<file path="src/rtl/core/sspq_pkg.sv">
// Shared types, codes and defaults for the stable sorted priority queue.
`default_nettype none
package sspq_pkg;

  localparam int DEPTH_DEF  = 16;
  localparam int PRIO_W_DEF = 8;
  localparam int CHAR_W     = 8;
  localparam int PRIO_IN_W  = 8;
  localparam int FILL_W     = 5;

  localparam logic CMD_ENQ = 1'b0;
  localparam logic CMD_DEQ = 1'b1;

  typedef enum logic [1:0] {
    ST_ENQ   = 2'd0,
    ST_DEQ   = 2'd1,
    ST_UNDER = 2'd2,
    ST_OVER  = 2'd3
  } status_t;

  typedef struct packed {
    logic enq;
    logic deq;
  } ctl_t;

endpackage
`default_nettype wire

</file>
<file path="src/rtl/core/sspq_if.sv">
// Request and result channel interfaces of the priority queue.
`default_nettype none
interface sspq_req_if;
  logic       valid;
  logic       ready;
  logic       cmd;
  logic [7:0] data_char;
  logic [7:0] prio;

  modport source (output valid, cmd, data_char, prio, input ready);
  modport sink   (input valid, cmd, data_char, prio, output ready);
endinterface

interface sspq_res_if;
  logic       valid;
  logic       ready;
  logic [7:0] out_char;
  logic [1:0] status;
  logic [4:0] fill;

  modport source (output valid, out_char, status, fill, input ready);
  modport sink   (input valid, out_char, status, fill, output ready);
endinterface
`default_nettype wire

</file>
<file path="src/rtl/core/sspq_cell.sv">
// One queue slot: holds an entry, shifts left on removal, right on insertion.
`default_nettype none
module sspq_cell #(
  parameter int PRIO_W = sspq_pkg::PRIO_W_DEF
) (
  input  wire                        clk,
  input  sspq_pkg::ctl_t             ctl,
  input  wire                        occ,
  input  wire                        tail,
  input  wire [sspq_pkg::CHAR_W-1:0] new_ch,
  input  wire [PRIO_W-1:0]           new_prio,
  input  wire                        left_gt,
  input  wire [sspq_pkg::CHAR_W-1:0] left_ch,
  input  wire [PRIO_W-1:0]           left_prio,
  input  wire [sspq_pkg::CHAR_W-1:0] right_ch,
  input  wire [PRIO_W-1:0]           right_prio,
  output logic [sspq_pkg::CHAR_W-1:0] ch,
  output logic [PRIO_W-1:0]           prio,
  output logic                        gt
);
  import sspq_pkg::*;

  logic [CHAR_W-1:0] ch_r, ch_nxt;
  logic [PRIO_W-1:0] prio_r, prio_nxt;

  assign gt   = occ && (prio_r > new_prio);
  assign ch   = ch_r;
  assign prio = prio_r;

  always_comb begin
    ch_nxt   = ch_r;
    prio_nxt = prio_r;
    if (ctl.deq) begin
      ch_nxt   = right_ch;
      prio_nxt = right_prio;
    end else if (ctl.enq) begin
      if (left_gt) begin
        ch_nxt   = left_ch;
        prio_nxt = left_prio;
      end else if (gt || tail) begin
        ch_nxt   = new_ch;
        prio_nxt = new_prio;
      end
    end
  end

  always_ff @(posedge clk) begin
    ch_r   <= ch_nxt;
    prio_r <= prio_nxt;
  end

endmodule
`default_nettype wire

</file>
<file path="src/rtl/core/stable_sorted_priority_queue_top.sv">
// Top level of the stable sorted priority queue built from a row of shifting cells.
//
// Usage: each request on in_req carries cmd (enqueue or dequeue), data_char and
// prio. Every request gives exactly one result on out_res: the removed character
// (zero unless dequeued), a status (enqueued, dequeued, underflow, overflow) and
// the fill after the operation. Entries leave in ascending priority value, ties
// in arrival order. An enqueue into a full queue is dropped with overflow; a
// dequeue of an empty queue reports underflow; neither changes the contents.
// Result: registered, valid in the cycle after the request is taken. Throughput:
// one request per cycle while in_req.ready is high; every cell compares its priority
// with the incoming one in parallel and shifts with its neighbour in the same cycle.
// Stall: the result register holds until out_res.ready; in_req.ready is high
// whenever the result register is empty or being emptied in the same cycle.
// Reset: synchronous, active low; the queue comes up empty with no result pending.
`default_nettype none
module stable_sorted_priority_queue_top #(
  parameter int DEPTH  = sspq_pkg::DEPTH_DEF,
  parameter int PRIO_W = sspq_pkg::PRIO_W_DEF
) (
  input wire          clk,
  input wire          rst_n,
  sspq_req_if.sink    in_req,
  sspq_res_if.source  out_res
);
  import sspq_pkg::*;

  localparam int CNT_W = $clog2(DEPTH + 1);

  logic [CNT_W-1:0]  cnt_r, cnt_nxt;
  logic              out_valid_r, out_valid_nxt;
  logic [CHAR_W-1:0] out_ch_r, out_ch_nxt;
  status_t           status_r, status_nxt;
  logic [FILL_W-1:0] fill_r, fill_nxt;

  logic              accept;
  logic              empty, full;
  ctl_t              ctl;
  logic [PRIO_W-1:0] new_prio;
  logic [PRIO_W+PRIO_IN_W-1:0] prio_ext;
  logic [CNT_W+FILL_W-1:0]     fill_ext;

  logic [CHAR_W-1:0] cell_ch   [DEPTH];
  logic [PRIO_W-1:0] cell_prio [DEPTH];
  logic              cell_gt   [DEPTH];

  assign in_req.ready = !out_valid_r || out_res.ready;
  assign accept       = in_req.valid && in_req.ready;
  assign empty        = (cnt_r == '0);
  assign full         = (cnt_r == CNT_W'(DEPTH));
  assign prio_ext     = {{PRIO_W{1'b0}}, in_req.prio};
  assign new_prio     = prio_ext[PRIO_W-1:0];

  assign ctl.enq = accept && (in_req.cmd == CMD_ENQ) && !full;
  assign ctl.deq = accept && (in_req.cmd == CMD_DEQ) && !empty;

  genvar i;
  generate
    for (i = 0; i < DEPTH; i++) begin : g_cell
      logic              l_gt;
      logic [CHAR_W-1:0] l_ch, r_ch;
      logic [PRIO_W-1:0] l_prio, r_prio;

      if (i == 0) begin : g_first
        assign l_gt   = 1'b0;
        assign l_ch   = in_req.data_char;
        assign l_prio = new_prio;
      end else begin : g_mid
        assign l_gt   = cell_gt[i-1];
        assign l_ch   = cell_ch[i-1];
        assign l_prio = cell_prio[i-1];
      end

      if (i == DEPTH - 1) begin : g_last
        assign r_ch   = cell_ch[i];
        assign r_prio = cell_prio[i];
      end else begin : g_inner
        assign r_ch   = cell_ch[i+1];
        assign r_prio = cell_prio[i+1];
      end

      sspq_cell #(
        .PRIO_W (PRIO_W)
      ) u_cell (
        .clk        (clk),
        .ctl        (ctl),
        .occ        (CNT_W'(i) < cnt_r),
        .tail       (CNT_W'(i) == cnt_r),
        .new_ch     (in_req.data_char),
        .new_prio   (new_prio),
        .left_gt    (l_gt),
        .left_ch    (l_ch),
        .left_prio  (l_prio),
        .right_ch   (r_ch),
        .right_prio (r_prio),
        .ch         (cell_ch[i]),
        .prio       (cell_prio[i]),
        .gt         (cell_gt[i])
      );
    end
  endgenerate

  always_comb begin
    cnt_nxt       = cnt_r;
    out_valid_nxt = out_valid_r && !out_res.ready;
    out_ch_nxt    = out_ch_r;
    status_nxt    = status_r;
    if (ctl.enq) begin
      cnt_nxt = cnt_r + CNT_W'(1);
    end else if (ctl.deq) begin
      cnt_nxt = cnt_r - CNT_W'(1);
    end
    if (accept) begin
      out_valid_nxt = 1'b1;
      out_ch_nxt    = '0;
      if (in_req.cmd == CMD_DEQ) begin
        if (empty) begin
          status_nxt = ST_UNDER;
        end else begin
          status_nxt = ST_DEQ;
          out_ch_nxt = cell_ch[0];
        end
      end else begin
        status_nxt = full ? ST_OVER : ST_ENQ;
      end
    end
  end

  assign fill_ext = {{FILL_W{1'b0}}, cnt_nxt};
  assign fill_nxt = accept ? fill_ext[FILL_W-1:0] : fill_r;

  always_ff @(posedge clk) begin
    if (!rst_n) begin
      cnt_r       <= '0;
      out_valid_r <= 1'b0;
    end else begin
      cnt_r       <= cnt_nxt;
      out_valid_r <= out_valid_nxt;
    end
  end

  always_ff @(posedge clk) begin
    out_ch_r <= out_ch_nxt;
    status_r <= status_nxt;
    fill_r   <= fill_nxt;
  end

  assign out_res.valid    = out_valid_r;
  assign out_res.out_char = out_ch_r;
  assign out_res.status   = status_r;
  assign out_res.fill     = fill_r;

  a_cnt_bound: assert property (@(posedge clk) disable iff (!rst_n)
    cnt_r <= CNT_W'(DEPTH))
    else $error("occupancy above depth");

  a_result_follows: assert property (@(posedge clk) disable iff (!rst_n)
    accept |=> out_valid_r)
    else $error("request taken without result");

  a_underflow: assert property (@(posedge clk) disable iff (!rst_n)
    (accept && in_req.cmd == CMD_DEQ && empty) |=> (status_r == ST_UNDER && cnt_r == '0))
    else $error("empty dequeue not reported as underflow");

  a_cnt_hold: assert property (@(posedge clk) disable iff (!rst_n)
    !accept |=> $stable(cnt_r))
    else $error("occupancy changed without request");

endmodule
`default_nettype wire

</file>
<file path="src/flat_wrapper.sv">
// flat-port wrapper written by rule: the top's interface ports become plain ports
module stable_sorted_priority_queue_top_flat import sspq_pkg::*;
#(
  parameter int DEPTH  = sspq_pkg::DEPTH_DEF,
  parameter int PRIO_W = sspq_pkg::PRIO_W_DEF
)
  (clk, rst_n, in_req_valid, in_req_cmd, in_req_data_char, in_req_prio, in_req_ready, out_res_valid, out_res_out_char, out_res_status, out_res_fill, out_res_ready);
  sspq_req_if in_req_i ();
  sspq_res_if out_res_i ();
  input wire clk;
  input wire rst_n;
  input wire logic [$bits(in_req_i.valid)-1:0] in_req_valid;
  input wire logic [$bits(in_req_i.cmd)-1:0] in_req_cmd;
  input wire logic [$bits(in_req_i.data_char)-1:0] in_req_data_char;
  input wire logic [$bits(in_req_i.prio)-1:0] in_req_prio;
  output wire logic [$bits(in_req_i.ready)-1:0] in_req_ready;
  output wire logic [$bits(out_res_i.valid)-1:0] out_res_valid;
  output wire logic [$bits(out_res_i.out_char)-1:0] out_res_out_char;
  output wire logic [$bits(out_res_i.status)-1:0] out_res_status;
  output wire logic [$bits(out_res_i.fill)-1:0] out_res_fill;
  input wire logic [$bits(out_res_i.ready)-1:0] out_res_ready;
  assign in_req_i.valid = in_req_valid;
  assign in_req_i.cmd = in_req_cmd;
  assign in_req_i.data_char = in_req_data_char;
  assign in_req_i.prio = in_req_prio;
  assign in_req_ready = in_req_i.ready;
  assign out_res_valid = out_res_i.valid;
  assign out_res_out_char = out_res_i.out_char;
  assign out_res_status = out_res_i.status;
  assign out_res_fill = out_res_i.fill;
  assign out_res_i.ready = out_res_ready;
  stable_sorted_priority_queue_top #(.DEPTH(DEPTH), .PRIO_W(PRIO_W)) u_core (.clk(clk), .rst_n(rst_n), .in_req(in_req_i), .out_res(out_res_i));
endmodule
</file>
<file path="config.mk">
export PLATFORM = sky130hd
export DESIGN_NAME = stable_sorted_priority_queue_top_flat
export DESIGN_NICKNAME = d
export VERILOG_FILES = /design/src/rtl/core/sspq_pkg.sv /design/src/rtl/core/sspq_if.sv /design/src/rtl/core/sspq_cell.sv /design/src/rtl/core/stable_sorted_priority_queue_top.sv /design/src/flat_wrapper.sv
export SDC_FILE = /design/constraint.sdc
export NUM_CORES = 1
export LEC_CHECK = 0
export BUFFER_PORTS_ARGS = -buffer_cell sky130_fd_sc_hd__buf_2
export CAP_MARGIN = 20
export CORE_ASPECT_RATIO = 0.75
export CORE_UTILIZATION = 30
export CTS_BUF_LIST = sky130_fd_sc_hd__clkbuf_4 sky130_fd_sc_hd__clkbuf_8
export DETAILED_ROUTE_END_ITERATION = 12
export GPL_ROUTABILITY_DRIVEN = 0
export PLACE_DENSITY_LB_ADDON = 0.2
export SETUP_SLACK_MARGIN = 0.2
export SYNTH_ARGS = -nofsm -noshare
export SYNTH_HDL_FRONTEND = slang
export SYNTH_SLANG_ARGS = --single-unit
</file>
<file path="constraint.sdc">
create_clock -name clk -period 10.1 [get_ports clk]
set_clock_uncertainty 0.1 [all_clocks]
set_input_delay 1.01 -clock clk [delete_from_list [all_inputs] [get_ports clk]]
set_output_delay 1.01 -clock clk [all_outputs]
set_load 0.01 [all_outputs]
</file>
==> flow_summary.json <==
{
  "final_nets": 1555,
  "drt_iter0_drc": 1730,
  "cts_resized": 0,
  "grt_use_met1_pct": 33.8,
  "slowest_stage": "buf_4",
  "cts_max_level": 2,
  "status": "finished, final reports clean",
  "slowest_delay_ps": 810,
  "grt_max_degree": 100,
  "fill_cells": 5600,
  "die-area_um2": 58900,
  "r2r_setup_slack_ps": 5450,
  "avgSynthCellArea_um2": 12.3,
  "synth_flop_cell": "edfxtp_1",
  "firstDrtPassIters": 6,
  "path_depth": 7,
  "combPwrFrac_pct": 20.3,
  "leakagePower_uw": 0.00746,
  "min_from": "u_core.g_cell[15].u_cell.ch[0]",
  "synth_area_um2": 17400,
  "place_area_um2": 18200,
  "synth-seq-cells": 277,
  "internal_power_uw": 2150,
  "utilization_pct": 34.1,
  "synth_cell_types": 58,
  "arrival_ps": 4700,
  "cap_violations": 0,
  "die_x_um": 280,
  "clkTransAtPathRegs_ps": 60,
  "critPathTopFamily": "buffers and inverters",
  "setup_viol": 0,
  "dieHeight_um": 210,
  "critPathLaunch": "u_core.cnt_r[0]",
  "crit_type": "reg2reg",
  "cts_tree": "yes",
  "grtUsageMet3_pct": 6.97,
  "port_buffers": 37,
  "max-vdd-ir-drop_mv": 0.0714,
  "areaGrowthSynthToFinish_pct": 11.1,
  "clock_latency_ps": 630,
  "p_per_area_nw_per_um2": 161,
  "gr-usage-met2_pct": 26.6,
  "wl_per_cell_um": 29.2,
  "drive_gt1_share_pct": 15.1,
  "post_cts_buffers": 0,
  "crit_chain": "inv_1, ha_1, or4b_1, nand4_1, buf_4, buf_4, a41oi_2",
  "fmax_ghz": 0.215,
  "numCtsBuffers": 49,
  "cts_max_path_buffers": 3,
  "drcViolationCount": 0,
  "initial_core_util_pct": 30.7,
  "cp-start-kind": "register",
  "cts.sinks": 277,
  "clock_power_share_pct": 33.6,
  "period_minus_slack_ps": 4650,
  "synth_edf_count": 271,
  "holdBufCountCts": 0,
  "cpMostUsedCell": "buf_4",
  "power.share.sequential_pct": 46.1,
  "stdcell_area_um2": 19300,
  "vias": 13800,
  "grt.busiest_layer": "met1",
  "hpwl_mm": 44.1,
  "path_buf_inv": 3,
  "grt_pass1_wl_mm": 91.4,
  "p_sw_share_pct": 30.8,
  "overflow": 0,
  "reg2reg_depth": 7,
  "required_ps": 10150,
  "endpoint": "u_core.g_cell[8].u_cell.ch[5]",
  "yosysWarnings": 0,
  "final_antenna_net_count": 0,
  "cp-end-kind": "register",
  "min_path_type": "reg2reg",
  "ys_seq_area_share_pct": 47.6,
  "maxSlewViolCount": 0,
  "max_slew_margin_pct": 19.0,
  "grt_use_total_pct": 21.3,
  "power_uw": 3110,
  "antenna_found_initial": 0,
  "path_max_fanout": 99,
  "clockRootBuffer": "clkbuf_8",
  "ios": 38,
  "num_rows": 75,
  "antenna_cells": 0,
  "rsz0062_at_grt": "no",
  "tns_ps": 0,
  "core_um2": 56600,
  "min_period_over_period_pct": 46.1,
  "tightest_slew_ps": 1220,
  "first_global_vias": 12800,
  "hold_slack_ps": 447,
  "vias_per_cell": 6.26,
  "regToRegStartpoint": "u_core.cnt_r[0]",
  "syn_inst": 1408,
  "hold_viol": 0,
  "synthArstFlopShare_pct": 0,
  "r2r_end": "u_core.g_cell[8].u_cell.ch[5]",
  "syn-num-nets": 1561,
  "routed_wl_mm": 64.4,
  "p_switching_uw": 960
}
## layout by cell type, fill, tap and decap left out, drive strengths merged, types with 6 or more instances in the layout
cell | Yosys | routed
nor2 | 32 | 32
a221o | 224 | 224
clkinv | 0 | 18
ha | 132 | 132
nand2 | 65 | 65
a211oi | 14 | 14
a21oi | 37 | 37
o31a | 6 | 6
dfxtp | 6 | 6
and2 | 18 | 18
and4 | 137 | 137
and3 | 8 | 8
nor3 | 47 | 47
a31oi | 6 | 6
nor2b | 20 | 20
edfxtp | 271 | 271
o211a | 64 | 64
a21o | 19 | 19
o211ai | 18 | 18
nand4 | 12 | 12
a41oi | 11 | 11
mux2 | 16 | 16
o21ai | 13 | 13
buf | 81 | 85
inv | 31 | 32
clkbuf | 61 | 66
nand4bb | 7 | 7
## registers in the layout, summed over array words and instances (netlist names)
signal / cells
u_core.cnt_r: 5
u_core.g_cell.u_cell.ch: 128
u_core.g_cell.u_cell.prio: 128
u_core.out_res.fill: 5
u_core.out_res.out_char: 8
u_core.out_res.status: 2
u_core.out_res.valid: 1
## per-stage QoR
step	instances	setup slack [ps]
2_1_floorplan	1408	5670
5_1_grt	2210	5130
4_1_cts	2204	5500
3_3_place_gp	2113	5040
3_5_place_dp	2115	4840
6_report	2210	5450
## routing by layer
metal  share of wire (%)  routed length, µm  vias up
met4                 1.9               1240        0
li1                    -                  -     5974
met3                  12               7510       86
met1                  49              31600     7025
met2                  37              24100      751
met5                   0                  0        -
## cell type report
cell class	instances	area (µm²)	share of cell area (%)
Clock buffer	66	802	4.16
Clock inverter	23	136	0.707
Inverter	31	116	0.603
Multi-Input combinational cell	958	8380	43.4
Sequential cell	277	8260	42.8
Tap cell	770	963	5.00
Timing Repair Buffer	85	632	3.28
## cells in the mapped netlist (all sizes together) (2+ instances only)
cell type / n / area, µm²
nor3: 47 / 240
a21o: 19 / 143
and2: 18 / 113
inv: 31 / 116
nor4: 3 / 18.8
nor2b: 20 / 125
nand3: 5 / 25.0
clkbuf: 61 / 229
a31oi: 6 / 37.5
a22oi: 5 / 37.5
nand4bb: 7 / 78.8
a211o: 5 / 43.8
a21oi: 37 / 200
buf: 81 / 514
nand2: 65 / 244
xnor2: 3 / 26.3
or2: 4 / 25.0
mux2: 16 / 180
a41oi: 11 / 96.3
o211ai: 18 / 135
edfxtp: 271 / 8140
o21ai: 13 / 65.1
o31a: 6 / 52.6
nor2: 32 / 143
o211a: 64 / 641
nand4: 12 / 75.1
and3: 8 / 50.1
a221o: 224 / 2240
a221oi: 2 / 17.5
ha: 132 / 1650
and4: 137 / 1200
a211oi: 14 / 115
o21a: 5 / 37.5
or3b: 5 / 43.8
a311o: 2 / 20.0
dfxtp: 6 / 120
## power groups by stage
stage	clock network (µW)	registers [µW]	logic, µW
3_5_place_dp	0	1460	608
5_1_grt	1110	1440	677
3_3_place_gp	0	1460	595
6_report	1050	1440	630
2_1_floorplan	0	1420	429
4_1_cts	1070	1430	610
## kinds of logic (layout without fill, tap and decap cells)
logic type | count (synthesis) | after routing | synth area share (%)
xor gates and xnor gates | 4 | 4 | 0.202
muxes | 17 | 17 | 1.10
adders and majority gates | 132 | 132 | 9.51
AOI/OAI and AO/OA | 437 | 437 | 22.7
buffers and inverters | 173 | 205 | 4.95
and+or+nand+nor | 368 | 368 | 14.0
DFF | 277 | 277 | 47.6
## worst min-delay path by stage
stage,slack [ps],depth (start not counted),endpoint
after floorplan,410,1,u_core.g_cell[0].u_cell.ch[0]
after global placement,430,1,u_core.g_cell[0].u_cell.ch[5]
after detailed placement,430,1,u_core.g_cell[0].u_cell.ch[5]
after CTS,450,1,u_core.g_cell[14].u_cell.ch[3]
after global routing,460,1,u_core.g_cell[14].u_cell.ch[3]
final,450,1,u_core.g_cell[14].u_cell.ch[0]
Note: power is estimated with default switching activity, not from simulation.
